$ cat src/rtl/tlwg_pkg.sv
// Shared constants, command record and helpers for the thick line window generator.
`default_nettype none

package tlwg_pkg;

   localparam int COORD_BITS     = 10;
   localparam int MAX_THICKNESS  = 15;
   localparam int THICK_BITS     = 4;
   localparam int COLOR_BITS     = 16;
   localparam int COUNT_BITS     = 14;
   localparam int ERR_BITS       = COORD_BITS + 3;
   localparam int PROD_BITS      = COORD_BITS + THICK_BITS + 1;
   localparam int SQ_BITS        = 2 * THICK_BITS;

   localparam logic [COORD_BITS-1:0] COORD_MAX = '1;
   localparam logic [COUNT_BITS-1:0] COUNT_MAX = '1;

   // Must stay a power of two: queue pointers wrap by overflow.
   localparam int QUEUE_DEPTH    = 4;
   localparam int QUEUE_PTR_BITS = $clog2(QUEUE_DEPTH);
   localparam int QUEUE_CNT_BITS = $clog2(QUEUE_DEPTH + 1);

   localparam logic OP_LOAD    = 1'b0;
   localparam logic OP_ADVANCE = 1'b1;

   typedef enum logic [1:0] {
      CMD_LINE,
      CMD_SETUP,
      CMD_ADVANCE
   } cmd_kind_type;

   typedef struct packed {
      cmd_kind_type                kind;
      logic                        major_is_x;
      logic [COORD_BITS-1:0]       cur_major;
      logic [COORD_BITS-1:0]       cur_minor;
      logic [COORD_BITS-1:0]       major_end;
      logic                        step_down;
      logic [COORD_BITS-1:0]       delta_major;
      logic [COORD_BITS-1:0]       delta_minor;
      logic signed [ERR_BITS-1:0]  err;
      logic [THICK_BITS-1:0]       pen;
      logic [COLOR_BITS-1:0]       color;
      logic [COORD_BITS-1:0]       win_left;
      logic [COORD_BITS-1:0]       win_top;
      logic [COORD_BITS-1:0]       win_right;
      logic [COORD_BITS-1:0]       win_bottom;
      logic [COUNT_BITS-1:0]       count;
   } cmd_type;

   // Last covered coordinate of a pen placed at base, clipped at the edge.
   function automatic logic [COORD_BITS-1:0] sat_end(input logic [COORD_BITS-1:0] base,
                                                     input logic [THICK_BITS-1:0] t);
      logic [COORD_BITS:0] e;
      e = {1'b0, base} + (COORD_BITS+1)'(t) - (COORD_BITS+1)'(1);
      return (e > {1'b0, COORD_MAX}) ? COORD_MAX : e[COORD_BITS-1:0];
   endfunction

endpackage

`default_nettype wire

$ cat src/rtl/tlwg_front.sv
// Front end: classify each transaction and precompute line window or walk setup.
`default_nettype none

module tlwg_front
   import tlwg_pkg::*;
(
   input  wire logic                  req_valid,
   output logic                       req_ready,
   input  wire logic                  req_opcode,
   input  wire logic [COORD_BITS-1:0] req_start_x,
   input  wire logic [COORD_BITS-1:0] req_start_y,
   input  wire logic [COORD_BITS-1:0] req_end_x,
   input  wire logic [COORD_BITS-1:0] req_end_y,
   input  wire logic [THICK_BITS-1:0] req_thickness,
   input  wire logic [COLOR_BITS-1:0] req_pen_color,
   output logic                       cmd_valid,
   input  wire logic                  cmd_ready,
   output cmd_type                    cmd
);

   logic [THICK_BITS-1:0] pen;
   logic                  vertical;
   logic                  horizontal;
   logic [COORD_BITS-1:0] lo;
   logic [COORD_BITS-1:0] hi;
   logic [COORD_BITS:0]   span_p1;
   logic [PROD_BITS-1:0]  prod;
   logic [COORD_BITS-1:0] adx;
   logic [COORD_BITS-1:0] ady;
   logic                  x_major;
   logic                  swap;
   logic [COORD_BITS-1:0] ma;
   logic [COORD_BITS-1:0] mi;
   logic [COORD_BITS-1:0] mb;
   logic [COORD_BITS-1:0] nb;
   logic [COORD_BITS-1:0] dmajor;
   logic [COORD_BITS-1:0] dminor;

   assign cmd_valid = req_valid;
   assign req_ready = cmd_ready;

   always_comb begin
      // clamp pen size to 1..MAX_THICKNESS
      if (req_thickness == '0) begin
         pen = THICK_BITS'(1);
      end else if (req_thickness > THICK_BITS'(MAX_THICKNESS)) begin
         pen = THICK_BITS'(MAX_THICKNESS);
      end else begin
         pen = req_thickness;
      end

      vertical   = (req_start_x == req_end_x);
      horizontal = (req_start_y == req_end_y);

      if (vertical) begin
         lo = (req_start_y < req_end_y) ? req_start_y : req_end_y;
         hi = (req_start_y < req_end_y) ? req_end_y : req_start_y;
      end else begin
         lo = (req_start_x < req_end_x) ? req_start_x : req_end_x;
         hi = (req_start_x < req_end_x) ? req_end_x : req_start_x;
      end
      span_p1 = {1'b0, hi - lo} + (COORD_BITS+1)'(1);
      prod    = PROD_BITS'(pen) * PROD_BITS'(span_p1);

      adx     = (req_start_x > req_end_x) ? req_start_x - req_end_x : req_end_x - req_start_x;
      ady     = (req_start_y > req_end_y) ? req_start_y - req_end_y : req_end_y - req_start_y;
      x_major = (ady < adx);
      swap    = x_major ? (req_start_x > req_end_x) : (req_start_y > req_end_y);
      if (x_major) begin
         ma = swap ? req_end_x   : req_start_x;
         mi = swap ? req_end_y   : req_start_y;
         mb = swap ? req_start_x : req_end_x;
         nb = swap ? req_start_y : req_end_y;
      end else begin
         ma = swap ? req_end_y   : req_start_y;
         mi = swap ? req_end_x   : req_start_x;
         mb = swap ? req_start_y : req_end_y;
         nb = swap ? req_start_x : req_end_x;
      end
      dmajor = mb - ma;
      dminor = x_major ? ady : adx;

      cmd.major_is_x  = x_major;
      cmd.cur_major   = ma;
      cmd.cur_minor   = mi;
      cmd.major_end   = mb;
      cmd.step_down   = (nb < mi);
      cmd.delta_major = dmajor;
      cmd.delta_minor = dminor;
      cmd.err         = $signed(ERR_BITS'({dminor, 1'b0})) - $signed(ERR_BITS'(dmajor));
      cmd.pen         = pen;
      cmd.color       = req_pen_color;

      if (vertical) begin
         cmd.win_left   = req_start_x;
         cmd.win_top    = lo;
         cmd.win_right  = sat_end(req_start_x, pen);
         cmd.win_bottom = hi;
      end else begin
         cmd.win_left   = lo;
         cmd.win_top    = req_start_y;
         cmd.win_right  = hi;
         cmd.win_bottom = sat_end(req_start_y, pen);
      end
      cmd.count = (prod > PROD_BITS'(COUNT_MAX)) ? COUNT_MAX : prod[COUNT_BITS-1:0];

      if (req_opcode == OP_ADVANCE) begin
         cmd.kind = CMD_ADVANCE;
      end else if (vertical || horizontal) begin
         cmd.kind = CMD_LINE;
      end else begin
         cmd.kind = CMD_SETUP;
      end
   end

endmodule

`default_nettype wire

$ cat src/rtl/tlwg_queue.sv
// Short command queue between the front end and the walk unit.
`default_nettype none

module tlwg_queue
   import tlwg_pkg::*;
(
   input  wire logic    clock,
   input  wire logic    reset,
   input  wire logic    in_valid,
   output logic         in_ready,
   input  wire cmd_type in_cmd,
   output logic         out_valid,
   input  wire logic    out_ready,
   output cmd_type      out_cmd
);

   cmd_type                   entry_ff [QUEUE_DEPTH];
   logic [QUEUE_PTR_BITS-1:0] wr_ptr_ff, wr_ptr_in;
   logic [QUEUE_PTR_BITS-1:0] rd_ptr_ff, rd_ptr_in;
   logic [QUEUE_CNT_BITS-1:0] count_ff, count_in;
   logic                      push;
   logic                      pop;

   assign in_ready  = (count_ff != QUEUE_CNT_BITS'(QUEUE_DEPTH));
   assign out_valid = (count_ff != '0);
   assign out_cmd   = entry_ff[rd_ptr_ff];
   assign push      = in_valid && in_ready;
   assign pop       = out_valid && out_ready;

   always_comb begin
      wr_ptr_in = push ? wr_ptr_ff + QUEUE_PTR_BITS'(1) : wr_ptr_ff;
      rd_ptr_in = pop  ? rd_ptr_ff + QUEUE_PTR_BITS'(1) : rd_ptr_ff;
      count_in  = count_ff;
      if (push && !pop) begin
         count_in = count_ff + QUEUE_CNT_BITS'(1);
      end else if (pop && !push) begin
         count_in = count_ff - QUEUE_CNT_BITS'(1);
      end
   end

   always_ff @(posedge clock) begin
      if (reset) begin
         wr_ptr_ff <= '0;
         rd_ptr_ff <= '0;
         count_ff  <= '0;
      end else begin
         wr_ptr_ff <= wr_ptr_in;
         rd_ptr_ff <= rd_ptr_in;
         count_ff  <= count_in;
      end
   end

   always_ff @(posedge clock) begin
      if (push) begin
         entry_ff[wr_ptr_ff] <= in_cmd;
      end
   end

endmodule

`default_nettype wire

$ cat src/rtl/tlwg_back.sv
// Back end: Bresenham walk state and the registered window output.
`default_nettype none

module tlwg_back
   import tlwg_pkg::*;
(
   input  wire logic                   clock,
   input  wire logic                   reset,
   input  wire logic                   cmd_valid,
   output logic                        cmd_ready,
   input  wire cmd_type                cmd,
   output logic                        rsp_valid,
   input  wire logic                   rsp_ready,
   output logic [COORD_BITS-1:0]       rsp_win_left,
   output logic [COORD_BITS-1:0]       rsp_win_top,
   output logic [COORD_BITS-1:0]       rsp_win_right,
   output logic [COORD_BITS-1:0]       rsp_win_bottom,
   output logic [COUNT_BITS-1:0]       rsp_pixel_count,
   output logic [COLOR_BITS-1:0]       rsp_fill_color,
   output logic                        rsp_last
);

   logic                       walking_ff, walking_in;
   logic                       major_is_x_ff, major_is_x_in;
   logic [COORD_BITS-1:0]      cur_major_ff, cur_major_in;
   logic [COORD_BITS-1:0]      cur_minor_ff, cur_minor_in;
   logic [COORD_BITS-1:0]      major_end_ff, major_end_in;
   logic                       step_down_ff, step_down_in;
   logic [COORD_BITS-1:0]      delta_major_ff, delta_major_in;
   logic [COORD_BITS-1:0]      delta_minor_ff, delta_minor_in;
   logic signed [ERR_BITS-1:0] err_ff, err_in;
   logic [THICK_BITS-1:0]      pen_ff, pen_in;
   logic [COLOR_BITS-1:0]      color_ff, color_in;

   logic                       rsp_valid_ff, rsp_valid_in;
   logic [COORD_BITS-1:0]      left_ff, left_in;
   logic [COORD_BITS-1:0]      top_ff, top_in;
   logic [COORD_BITS-1:0]      right_ff, right_in;
   logic [COORD_BITS-1:0]      bottom_ff, bottom_in;
   logic [COUNT_BITS-1:0]      count_ff, count_in;
   logic [COLOR_BITS-1:0]      fill_ff, fill_in;
   logic                       last_ff, last_in;

   logic                       pop;
   logic [COORD_BITS-1:0]      pt_x;
   logic [COORD_BITS-1:0]      pt_y;
   logic                       fin;
   logic [SQ_BITS-1:0]         square;
   logic signed [ERR_BITS-1:0] err_step;

   assign cmd_ready = !rsp_valid_ff || rsp_ready;
   assign pop       = cmd_valid && cmd_ready;

   assign pt_x   = major_is_x_ff ? cur_major_ff : cur_minor_ff;
   assign pt_y   = major_is_x_ff ? cur_minor_ff : cur_major_ff;
   assign fin    = (cur_major_ff >= major_end_ff);
   assign square = SQ_BITS'(pen_ff) * SQ_BITS'(pen_ff);

   always_comb begin
      err_step = err_ff + $signed(ERR_BITS'({delta_minor_ff, 1'b0}));
      if (err_ff > 0) begin
         err_step = err_step - $signed(ERR_BITS'({delta_major_ff, 1'b0}));
      end
   end

   always_comb begin
      walking_in     = walking_ff;
      major_is_x_in  = major_is_x_ff;
      cur_major_in   = cur_major_ff;
      cur_minor_in   = cur_minor_ff;
      major_end_in   = major_end_ff;
      step_down_in   = step_down_ff;
      delta_major_in = delta_major_ff;
      delta_minor_in = delta_minor_ff;
      err_in         = err_ff;
      pen_in         = pen_ff;
      color_in       = color_ff;
      rsp_valid_in   = rsp_valid_ff && !rsp_ready;
      left_in        = left_ff;
      top_in         = top_ff;
      right_in       = right_ff;
      bottom_in      = bottom_ff;
      count_in       = count_ff;
      fill_in        = fill_ff;
      last_in        = last_ff;

      if (pop) begin
         case (cmd.kind)
            CMD_LINE: begin
               walking_in   = 1'b0;
               pen_in       = cmd.pen;
               color_in     = cmd.color;
               rsp_valid_in = 1'b1;
               left_in      = cmd.win_left;
               top_in       = cmd.win_top;
               right_in     = cmd.win_right;
               bottom_in    = cmd.win_bottom;
               count_in     = cmd.count;
               fill_in      = cmd.color;
               last_in      = 1'b1;
            end
            CMD_SETUP: begin
               walking_in     = 1'b1;
               major_is_x_in  = cmd.major_is_x;
               cur_major_in   = cmd.cur_major;
               cur_minor_in   = cmd.cur_minor;
               major_end_in   = cmd.major_end;
               step_down_in   = cmd.step_down;
               delta_major_in = cmd.delta_major;
               delta_minor_in = cmd.delta_minor;
               err_in         = cmd.err;
               pen_in         = cmd.pen;
               color_in       = cmd.color;
               rsp_valid_in   = 1'b0;
            end
            CMD_ADVANCE: begin
               rsp_valid_in = walking_ff;
               if (walking_ff) begin
                  left_in   = pt_x;
                  top_in    = pt_y;
                  right_in  = sat_end(pt_x, pen_ff);
                  bottom_in = sat_end(pt_y, pen_ff);
                  count_in  = COUNT_BITS'(square);
                  fill_in   = color_ff;
                  last_in   = fin;
                  if (fin) begin
                     walking_in = 1'b0;
                  end else begin
                     if (err_ff > 0) begin
                        cur_minor_in = step_down_ff ? cur_minor_ff - COORD_BITS'(1)
                                                    : cur_minor_ff + COORD_BITS'(1);
                     end
                     err_in       = err_step;
                     cur_major_in = cur_major_ff + COORD_BITS'(1);
                  end
               end
            end
            default: begin
               rsp_valid_in = 1'b0;
            end
         endcase
      end
   end

   always_ff @(posedge clock) begin
      if (reset) begin
         walking_ff   <= 1'b0;
         rsp_valid_ff <= 1'b0;
      end else begin
         walking_ff   <= walking_in;
         rsp_valid_ff <= rsp_valid_in;
      end
   end

   always_ff @(posedge clock) begin
      major_is_x_ff  <= major_is_x_in;
      cur_major_ff   <= cur_major_in;
      cur_minor_ff   <= cur_minor_in;
      major_end_ff   <= major_end_in;
      step_down_ff   <= step_down_in;
      delta_major_ff <= delta_major_in;
      delta_minor_ff <= delta_minor_in;
      err_ff         <= err_in;
      pen_ff         <= pen_in;
      color_ff       <= color_in;
      left_ff        <= left_in;
      top_ff         <= top_in;
      right_ff       <= right_in;
      bottom_ff      <= bottom_in;
      count_ff       <= count_in;
      fill_ff        <= fill_in;
      last_ff        <= last_in;
   end

   assign rsp_valid       = rsp_valid_ff;
   assign rsp_win_left    = left_ff;
   assign rsp_win_top     = top_ff;
   assign rsp_win_right   = right_ff;
   assign rsp_win_bottom  = bottom_ff;
   assign rsp_pixel_count = count_ff;
   assign rsp_fill_color  = fill_ff;
   assign rsp_last        = last_ff;

   a_line_emits_last: assert property (@(posedge clock) disable iff (reset)
      pop && (cmd.kind == CMD_LINE) |=> rsp_valid_ff && last_ff)
      else $error("straight line did not produce a last window");

   a_setup_starts_walk: assert property (@(posedge clock) disable iff (reset)
      pop && (cmd.kind == CMD_SETUP) |=> walking_ff && !rsp_valid_ff)
      else $error("walk setup did not start a walk silently");

   a_mid_window_walking: assert property (@(posedge clock) disable iff (reset)
      rsp_valid_ff && !last_ff |-> walking_ff)
      else $error("non-final window outside a walk");

   a_major_advances: assert property (@(posedge clock) disable iff (reset)
      pop && (cmd.kind == CMD_ADVANCE) && walking_ff && !fin
      |=> cur_major_ff == $past(cur_major_ff) + COORD_BITS'(1))
      else $error("major coordinate did not advance by one");

endmodule

`default_nettype wire

$ cat src/rtl/thick_line_window_generator_top.sv
// Top level of the thick line window generator: front end, command queue, walk unit.
`default_nettype none

// Thick line window generator. Each req_ transaction either loads a line
// (opcode 0) or asks for the next point of the current line (opcode 1).
// A vertical line (equal columns, which includes a single point) or a
// horizontal line returns one fill window with last set right on load,
// with pixel_count = thickness * (span + 1). Any other line returns nothing
// on load and starts a Bresenham walk from the lower to the higher major
// coordinate; every advance then returns one thickness-by-thickness window
// at the current point, with pixel_count = thickness squared and last set
// on the final point. Advances while no walk is active return nothing, and a
// new load abandons any walk in progress. Thickness 0 is taken as 1; right
// and bottom window edges clip at the last coordinate while the pixel count
// is not reduced. Rate: one transaction per clock cycle sustained while
// rsp_ready stays high, set by the single add-and-compare step of the walk
// unit per point. A result passes through the command queue and then the
// output register before it appears on rsp_. The front end classifies and
// precomputes each transaction, a four-entry queue decouples it from the
// walk unit, and the queue keeps accepting requests while a window waits
// for rsp_ready, until it is full.
module thick_line_window_generator_top
   import tlwg_pkg::*;
(
   input  wire logic                  clock,
   input  wire logic                  reset,
   input  wire logic                  req_valid,
   output logic                       req_ready,
   input  wire logic                  req_opcode,
   input  wire logic [COORD_BITS-1:0] req_start_x,
   input  wire logic [COORD_BITS-1:0] req_start_y,
   input  wire logic [COORD_BITS-1:0] req_end_x,
   input  wire logic [COORD_BITS-1:0] req_end_y,
   input  wire logic [THICK_BITS-1:0] req_thickness,
   input  wire logic [COLOR_BITS-1:0] req_pen_color,
   output logic                       rsp_valid,
   input  wire logic                  rsp_ready,
   output logic [COORD_BITS-1:0]      rsp_win_left,
   output logic [COORD_BITS-1:0]      rsp_win_top,
   output logic [COORD_BITS-1:0]      rsp_win_right,
   output logic [COORD_BITS-1:0]      rsp_win_bottom,
   output logic [COUNT_BITS-1:0]      rsp_pixel_count,
   output logic [COLOR_BITS-1:0]      rsp_fill_color,
   output logic                       rsp_last
);

   // classified transactions from the front end into the queue
   logic    front_valid;
   logic    front_ready;
   cmd_type front_cmd;

   // queued transactions toward the walk unit
   logic    queue_valid;
   logic    queue_ready;
   cmd_type queue_cmd;

   // Classify each request and precompute the straight window or walk setup.
   tlwg_front u_front (
      .req_valid     (req_valid),
      .req_ready     (req_ready),
      .req_opcode    (req_opcode),
      .req_start_x   (req_start_x),
      .req_start_y   (req_start_y),
      .req_end_x     (req_end_x),
      .req_end_y     (req_end_y),
      .req_thickness (req_thickness),
      .req_pen_color (req_pen_color),
      .cmd_valid     (front_valid),
      .cmd_ready     (front_ready),
      .cmd           (front_cmd)
   );

   // Hold commands while the output side stalls.
   tlwg_queue u_queue (
      .clock     (clock),
      .reset     (reset),
      .in_valid  (front_valid),
      .in_ready  (front_ready),
      .in_cmd    (front_cmd),
      .out_valid (queue_valid),
      .out_ready (queue_ready),
      .out_cmd   (queue_cmd)
   );

   // Advance the walk and register each window for the result channel.
   tlwg_back u_back (
      .clock           (clock),
      .reset           (reset),
      .cmd_valid       (queue_valid),
      .cmd_ready       (queue_ready),
      .cmd             (queue_cmd),
      .rsp_valid       (rsp_valid),
      .rsp_ready       (rsp_ready),
      .rsp_win_left    (rsp_win_left),
      .rsp_win_top     (rsp_win_top),
      .rsp_win_right   (rsp_win_right),
      .rsp_win_bottom  (rsp_win_bottom),
      .rsp_pixel_count (rsp_pixel_count),
      .rsp_fill_color  (rsp_fill_color),
      .rsp_last        (rsp_last)
   );

endmodule

`default_nettype wire
$ cat config.mk
export PLATFORM = sky130hd
export DESIGN_NAME = thick_line_window_generator_top
export DESIGN_NICKNAME = d
export VERILOG_FILES = /design/src/rtl/tlwg_pkg.sv /design/src/rtl/tlwg_front.sv /design/src/rtl/tlwg_queue.sv /design/src/rtl/tlwg_back.sv /design/src/rtl/thick_line_window_generator_top.sv
export SDC_FILE = /design/constraint.sdc
export NUM_CORES = 1
export LEC_CHECK = 0
export BUFFER_PORTS_ARGS = -buffer_cell sky130_fd_sc_hd__buf_2
export CORE_ASPECT_RATIO = 1.4
export CORE_UTILIZATION = 40
export DETAILED_ROUTE_END_ITERATION = 8
export PLACE_DENSITY = 0.58
export SYNTH_ARGS = -nofsm -noshare
export SYNTH_HDL_FRONTEND = slang
export SYNTH_SLANG_ARGS = --single-unit
$ cat constraint.sdc
create_clock -name clock -period 25.6 [get_ports clock]
set_input_delay 2.56 -clock clock [delete_from_list [all_inputs] [get_ports clock]]
set_output_delay 2.56 -clock clock [all_outputs]
set_load 0.02 [all_outputs]
==> flow_summary.ini, run 1 <==
[cts]
clkTransAtPathRegs_ps = 70
postCtsResizedCells = 0
cts_root_buf = clkbuf_16
cts_setup_buffers = 0
numCtsBuffers = 60
cts_tree = built
clk_path_buf_depth = 3
htreeDepth = 2
clkLatencyLatePin_ps = 620
cts_hold_buffers = 0
clock-sinks = 723

[routing]
routed_wl_mm = 101.9
drc = 0
ant_nets = 0
drt_iter0_markers = 1848
first_pass_iters = 8
viasPerCell = 5.508
vias = 22870
wl_per_cell_um = 24.54

[timing]
worst-slew-pin-transition_ps = 1362
period_share_pct = 48.30
period_needed_ps = 12370
drv_slew = 0
setup_viol = 0
slew_headroom_pct = 8.231
finalSetupTns_ps = 0
hold_viol = 0
rsz0062_at_grt = no
fin_worst_skew_ps = 22.31
fmax_mhz = 80.87

[global_routing]
grt_pass1_wl_mm = 150.8
grt_pass1_vias = 23280
grt-ovfl-total = 0
antenna_found_initial = 12
grt_use_total_pct = 21.61
grt_start_max_net_pins = 140

[worst_setup_path]
slowest_delay_ps = 670
required_ps = 25980
cp_max_fo = 34
crit_slowest_cell = a2111oi_0
start_kind = primary input
critical_path_class = in -> reg
worstPathArrival_ps = 12750
cp-end-kind = flip-flop

[final_layout]
final_common_cell = edfxtp_1
syn2layout_area_growth_pct = 10.45
drive_gt1_share_pct = 15.26
final_cell_mix = 712 x edfxtp_1, 295 x nand2_1, 224 x inv_1
final_cells = 4152
nets = 3195

[place]
dp_hpwl_mm = 73.62
gp_congestion = 0.9553
portBuffers = 137
placed_cells = 4038

[yosys]
synth-seq-cells = 723
synth-async-reset-ratio_pct = 0
synth-edff-count = 712
syn_nets = 3076
synthCells = 2775
syn_area_um2 = 37220
synth.avg_cell_area_um2 = 13.41
synthFlopType = edfxtp_1
yosys_warnings = 0
seq_area_frac_synth_pct = 58.04
post_synth_num_cell_types = 85

[floorplan]
io_pins = 138
fp.dieArea_um2 = 94290
initial_utilization_pct = 40.31
num_rows = 132
fp.dieW_um = 259.8
chipHeight_um = 362.9
core_area_um2 = 92320

[outcome]
run_status = completed

[power_and_ir_drop]
ir_drop_mv = 0.1135
power_leakage_nw = 15.23
power.density_nw_per_um2 = 137.7

[worst_hold_path]
hold_class = reg -> reg

[flow_run]
maxCapViolCount = 0
## layout make-up
cell class                 instances  area [um^2]
fill                            8228        51220
sequential                       723        21610
clock buffer                      65         1541
timing repair buffer             166        928.4
clock inverter                    45        275.3
inverter                         227        854.6
antenna                            4        10.01
tap                             1206         1509
multi-input combinational       1716        14380
## state kept, by name (all words and copies together), names as in the netlist, 13 cells and up, named ones only
name	count
u_back.color_ff	16
u_back.err_ff	13
u_back.rsp_fill_color	16
u_back.rsp_pixel_count	14
u_queue.entry_ff	556
## path summary, 6_finish.rpt
| kind | startpoint | end | slack [ps] | cells after the start |
|---|---|---|---|---|
| max reg2reg | u_back.major_is_x_ff$_DFFE_PP_ | u_back.rsp_win_right[3]$_DFFE_PP_ | 20910 | 15 |
| min reg2reg | u_back.rsp_valid$_SDFF_PP0_ | u_back.rsp_valid$_SDFF_PP0_ | 510 | 2 |
| min | u_back.rsp_valid$_SDFF_PP0_ | u_back.rsp_valid$_SDFF_PP0_ | 510 | 2 |
| max | req_start_x[0] | u_queue.entry_ff[1][86]$_DFFE_PP_ | 13230 | 38 |
## synthesized netlist by cell type, types with 4 or more instances
cell	number	area share (%)
edfxtp_1	712	57
nand2_1	295	3.0
inv_1	226	2.3
ha_1	203	6.8
o21ai_0	155	2.1
a21oi_1	147	2.0
mux4_2	139	8.4
nor2_1	129	1.3
xnor2_1	84	2.0
clkbuf_1	72	0.73
mux2i_1	67	1.8
a21o_1	41	0.83
and2_1	41	0.69
xor2_1	39	0.92
fa_1	33	1.8
o21bai_1	32	0.65
nand2b_1	26	0.44
buf_1	25	0.25
nand3_1	24	0.32
nor3_1	24	0.32
a211oi_1	18	0.36
nor2b_1	18	0.30
o211ai_1	18	0.36
o22a_1	18	0.42
mux2_2	16	0.48
and3_1	12	0.20
dfxtp_1	11	0.59
a21boi_0	10	0.20
a31oi_1	9	0.15
buf_2	9	0.12
a221oi_1	7	0.16
nand4_1	7	0.12
nor4_1	7	0.12
or3_1	7	0.12
o21a_1	6	0.12
a22oi_1	5	0.10
nor3b_1	5	0.10
o31ai_1	5	0.10
maj3_1	4	0.11
o22ai_1	4	0.067
o31a_1	4	0.094
## worst max-delay path: cells and delay by family
| kind | cells | cell delay (ps) |
|---|---|---|
| AOI/OAI and AO/OA | 17 | 4290 |
| xor gates and xnor gates | 1 | 140 |
| adders and majority gates | 6 | 1980 |
| buffers and inverters | 6 | 1030 |
| muxes | 3 | 1520 |
| and+or+nand+nor | 5 | 1200 |
## power breakdown
part	leakage [nW]	total (W)	internal, W	switching (W)
combinational	7.72	0.00273	0.00103	0.00170
sequential	6.61	0.00207	0.00196	0.000114
clock	0.900	0.000863	0.000446	0.000417
total	15.2	0.00566	0.00343	0.00223
## per-stage QoR
step | hold WS (ps) | instance area, um^2 | total power [W] | utilization (%) | setup WS (ps)
after floorplan | 483.6 | 37220 | 0.003983 | - | 14830
after global placement | 496.1 | 39280 | 0.004768 | 42.55 | 12850
after detailed placement | 496.7 | 39280 | 0.004837 | 42.55 | 12710
after CTS | 509.2 | 41100 | 0.005716 | 44.51 | 13320
after global routing | 528.7 | 41100 | 0.006041 | 44.52 | 12430
final | 506.5 | 41110 | 0.005662 | 44.52 | 13230
## per-layer routing
| metal | routed length [um] | global-route usage, % | up-vias |
|---|---|---|---|
| met5 | 66 | 0 | - |
| met4 | 3276 | 7.116 | 10 |
| met3 | 4765 | 1.996 | 155 |
| met2 | 50700 | 37.03 | 616 |
| met1 | 43080 | 28.72 | 11540 |
| li1 | - | - | 10550 |
## logic make-up (layout without fill, tap and decap cells)
family / count (synthesis) / count (layout) / synth area share, %
buffers and inverters: 336 / 503 / 3.479
adders and majority gates: 240 / 240 / 8.707
muxes: 223 / 223 / 10.73
other: 0 / 4 / 0
AOI/OAI and AO/OA: 515 / 515 / 8.660
DFF: 723 / 723 / 58.04
xor gates and xnor gates: 123 / 123 / 2.895
and+or+nand+nor: 615 / 615 / 7.487
Power figures use the tool's default switching activity.
==> run 2: changes to the inputs <==
clock period = 11.65 ns   (was 25.6 ns; I/O delays follow)
==> run 2 against run 1 <==
  * Sequential share of layout area down 0.69 points
  * Critical path depth unchanged
  * Clock-buffer cell count up 8
  * Flip-flop and latch count unchanged
  * Final cell count up 0.53%
  * First-iteration DRC count down 8.8%
  * Non-clock buffer count up 10
  * Clock power rose to 2.7 times the previous value
  * Critical endpoint is now u_queue.entry_ff[0][84]$_DFFE_PP_
  * Largest power group unchanged
  * Highest routed layer unchanged
==> flow_summary.ini, run 2 (same netlist as run 1, synthesis figures left out) <==
[global_routing]
grt_pass1_wl_mm = 152.7
grt_use_total_pct = 22.02
grt_pass1_vias = 23520
grt-ovfl-total = 0
antenna_found_initial = 5
grt_start_max_net_pins = 83

[timing]
drv_slew = 0
rsz0062_at_grt = no
worst-slew-pin-transition_ps = 1449
period_needed_ps = 9938
period_share_pct = 85.30
fmax_mhz = 100.6
fin_worst_skew_ps = 29.72
setup_viol = 0
slew_headroom_pct = 2.353
hold_slack_ps = 513.9
hold_viol = 0
finalSetupTns_ps = 0

[routing]
drc = 0
first_pass_iters = 8
viasPerCell = 5.498
routed_wl_mm = 103.4
ant_nets = 0
vias = 22950
drt_iter0_markers = 1686
wl_per_cell_um = 24.77

[cts]
htreeDepth = 3
cts_root_buf = clkbuf_16
cts_hold_buffers = 0
numCtsBuffers = 67
cts_tree = built
clkTransAtPathRegs_ps = 60
cts_setup_buffers = 0
postCtsResizedCells = 0
clock-sinks = 723
clk_path_buf_depth = 3
clkLatencyLatePin_ps = 620

[floorplan]
fp.dieW_um = 259.8
num_rows = 132
io_pins = 138
core_area_um2 = 92320
chipHeight_um = 362.9
initial_utilization_pct = 40.31
fp.dieArea_um2 = 94290

[place]
gp_congestion = 0.9415
dp_hpwl_mm = 75.57
portBuffers = 137

[outcome]
run_status = completed

[power_and_ir_drop]
ir_drop_mv = 0.2627
finalPower_w = 0.01281
power_leakage_nw = 15.51
power.density_nw_per_um2 = 307.6

[final_layout]
largest_reg_flops = 556
syn2layout_area_growth_pct = 11.92
final_common_cell = edfxtp_1
drive_gt1_share_pct = 15.89
largest-register = u_queue.entry_ff
final_cell_mix = 712 x edfxtp_1, 295 x nand2_1, 224 x inv_1
nets = 3212

[worst_setup_path]
cp_max_fo = 19
slowest_delay_ps = 670
crit_slowest_cell = a2111oi_0
required_ps = 12040
cp-end-kind = flip-flop
critPathMostFrequentCell = ha_1
worstPathArrival_ps = 10330
start_kind = primary input
critical_path_class = in -> reg

[flow_run]
maxCapViolCount = 0

[worst_hold_path]
hold_class = reg -> reg
[run 2: layer usage]
| layer | part of all wire, % | up-vias | wire, um | global-route usage, % |
|---|---|---|---|---|
| li1 | - | 10570 | - | - |
| met4 | 3.0 | 2 | 3109 | 7.243 |
| met5 | 0.0097 | - | 10 | 0 |
| met1 | 42 | 11610 | 43600 | 28.93 |
| met2 | 50 | 610 | 52160 | 38.16 |
| met3 | 4.4 | 157 | 4518 | 1.954 |
[run 2: layout make-up]
cell class	count	area [um^2]
well taps	1206	1509
diodes	4	10.01
inverters	227	857.1
fillers	8263	50670
multi-input cells	1716	14380
repair buffers	176	978.4
clock inverters	49	614.3
clock buffers	73	1699
flip-flops and latches	723	21610
[run 2: report_power, final]
group	switching, W	total, W	internal (W)
clock network	0.000988	0.00231	0.00132
logic	0.00367	0.00591	0.00224
registers	0.000291	0.00460	0.00431
[run 2: critical path: cells and delay by family]
| kind | cells | cell delay [ps] |
|---|---|---|
| AO/OA/AOI/OAI | 14 | 3120 |
| adder cells (fa/ha/maj) | 4 | 1530 |
| buffers and inverters | 6 | 1430 |
| AND/OR/NAND/NOR | 8 | 1250 |
| multiplexers | 3 | 970 |
| XOR/XNOR | 3 | 840 |
[run 2: metrics by stage]
stage | setup WS, ps | cells | cell area, um^2 | util [%]
global route | 832.4 | 4170 | 41650 | 45.11
floorplan | 2279 | 2775 | 37220 | -
CTS | 1777 | 4170 | 41650 | 45.11
global placement | 1258 | 4048 | 39330 | 42.60
finish | 1712 | 4174 | 41660 | 45.12
detailed placement | 1164 | 4048 | 39330 | 42.60
[run 2: worst paths after layout]
kind | startpoint | to | slack (ps) | cells past startpoint
min | u_back.color_ff[8]$_DFFE_PP_ | u_back.rsp_fill_color[8]$_DFFE_PP_ | 510 | 2
min reg2reg | u_back.color_ff[8]$_DFFE_PP_ | u_back.rsp_fill_color[8]$_DFFE_PP_ | 510 | 2
max | req_start_x[6] | u_queue.entry_ff[0][84]$_DFFE_PP_ | 1710 | 38
max reg2reg | u_back.major_is_x_ff$_DFFE_PP_ | u_back.rsp_win_right[2]$_DFFE_PP_ | 6870 | 15
==> run 3: changes to the inputs <==
REMOVE_ABC_BUFFERS = 1   (was unset)
==> run 3 against run 2 <==
  * Total power hardly changed
  * Sequential share of layout area decreased by 0.10 points
  * Setup slack worse by 390 ps
  * Sequential power about the same
  * Critical path type unchanged
  * Largest power group unchanged
  * Die area is the same
==> flow_summary.ini, run 3 (same netlist as run 1, synthesis figures left out) <==
[cts]
clkTransAtPathRegs_ps = 60
clock-sinks = 723
cts_root_buf = clkbuf_16
postCtsResizedCells = 0
htreeDepth = 3
cts_setup_buffers = 0
cts_hold_buffers = 0
cts_tree = built
clkLatencyLatePin_ps = 660
clk_path_buf_depth = 3
numCtsBuffers = 74

[place]
gp_congestion = 0.9476
portBuffers = 137
post-place-ws_ps = 835.8
dp_hpwl_mm = 74.36

[worst_setup_path]
cp-end-kind = flip-flop
crit_slowest_cell = a211oi_2
slowest_delay_ps = 870
start_kind = primary input
critPathMostFrequentCell = o21ai_0
crit_start = req_start_x[7]
worstPathArrival_ps = 10630
required_ps = 11950
cp_max_fo = 11
critical_path_class = in -> reg
r2r-start = u_back.major_is_x_ff$_DFFE_PP_

[timing]
layout_setup_ws_ps = 1320
rsz0062_at_grt = no
worst-slew-pin-transition_ps = 1127
drv_slew = 0
fin_worst_skew_ps = 31.50
period_needed_ps = 10330
period_share_pct = 88.67
hold_viol = 0
slew_headroom_pct = 24.71
fmax_mhz = 96.80
setup_viol = 0

[global_routing]
grt_use_total_pct = 22.34
grt-ovfl-total = 0
grt_pass1_vias = 23550
grt_pass1_wl_mm = 154.1
antenna_found_initial = 13
grt_start_max_net_pins = 140

[final_layout]
largest-register = u_queue.entry_ff
largest_reg_flops = 556
final_cell_mix = 712 x edfxtp_1, 295 x nand2_1, 224 x inv_1
drive_gt1_share_pct = 15.89
final_common_cell = edfxtp_1
num-fill-cells = 8243
syn2layout_area_growth_pct = 12.14
nets = 3226

[routing]
viasPerCell = 5.485
ant_nets = 0
drc = 0
wl_per_cell_um = 24.86
drt_iter0_markers = 1518
vias = 23000
first_pass_iters = 6
routed_wl_mm = 104.3

[floorplan]
initial_utilization_pct = 40.31
core_area_um2 = 92320
fp.dieArea_um2 = 94290
fp.dieW_um = 259.8
io_pins = 138
num_rows = 132
chipHeight_um = 362.9

[outcome]
run_status = completed

[worst_hold_path]
min-delay-start = u_back.color_ff[7]$_DFFE_PP_
hold_class = reg -> reg

[power_and_ir_drop]
power_leakage_nw = 15.53
finalPower_w = 0.01283
ir_drop_mv = 0.2987
power.density_nw_per_um2 = 307.3

[flow_run]
maxCapViolCount = 0
==> run 3: changes by cell type in the layout (fill, tap and decap cells not counted), sizes merged <==
cell	change
buf	+7
bufinv	-5
clkbuf	+21
clkinv	-10
clkinvlp	+5
inv	+1
==> run 3: area by class of cell <==
| type | count | area (um^2) | share of cell area (%) |
|---|---|---|---|
| clock inverters | 40 | 405.4 | 0.9713 |
| repair buffers | 183 | 1044 | 2.500 |
| well taps | 1206 | 1509 | 3.615 |
| multi-input cells | 1716 | 14380 | 34.45 |
| flip-flops and latches | 723 | 21610 | 51.77 |
| diodes | 4 | 10.01 | 0.02398 |
| clock buffers | 94 | 1927 | 4.617 |
| inverters | 227 | 854.6 | 2.047 |
==> run 3: path summary, 6_finish.rpt <==
kind,endpoint,slack [ps],cells past startpoint
setup / recovery,u_queue.entry_ff[0][8]$_DFFE_PP_,1320,34
hold / removal,u_back.rsp_fill_color[7]$_DFFE_PP_,510,2
setup reg to reg,u_back.rsp_win_right[1]$_DFFE_PP_,6550,16
hold reg to reg,u_back.rsp_fill_color[7]$_DFFE_PP_,510,2
==> run 3: per-layer routing <==
layer / GRT usage (%) / routed length, um / up-vias
met4: 6.736 / 2948 / 18
li1: - / - / 10620
met3: 3.559 / 4589 / 141
met1: 27.40 / 42460 / 11670
met2: 40.00 / 54140 / 552
met5: 0 / 115 / -
==> run 3: through the flow <==
stage | instances | hold WS [ps] | TNS, ps | area [um^2] | util [%]
finish | 4193 | 511.0 | 0 | 41740 | 45.21
global route | 4189 | 547.1 | 0 | 41730 | 45.20
CTS | 4189 | 514.2 | 0 | 41730 | 45.20
detailed placement | 4055 | 498.9 | 0 | 39400 | 42.67
global placement | 4055 | 489.0 | 0 | 39400 | 42.67
floorplan | 2666 | 478.4 | -12150 | 36780 | -
==> run 3: critical path, delay by kind of cell <==
family                   cells  cell delay [ps]
AO/OA/AOI/OAI               20             5380
XOR/XNOR                     2              760
adder cells (fa/ha/maj)      5             2190
buffers and inverters        5              690
AND/OR/NAND/NOR              2              400
==> run 3: power breakdown <==
part           internal (W)  switching, W
Clock               0.00131       0.00101
Combinational       0.00225       0.00368
Sequential          0.00430      0.000262
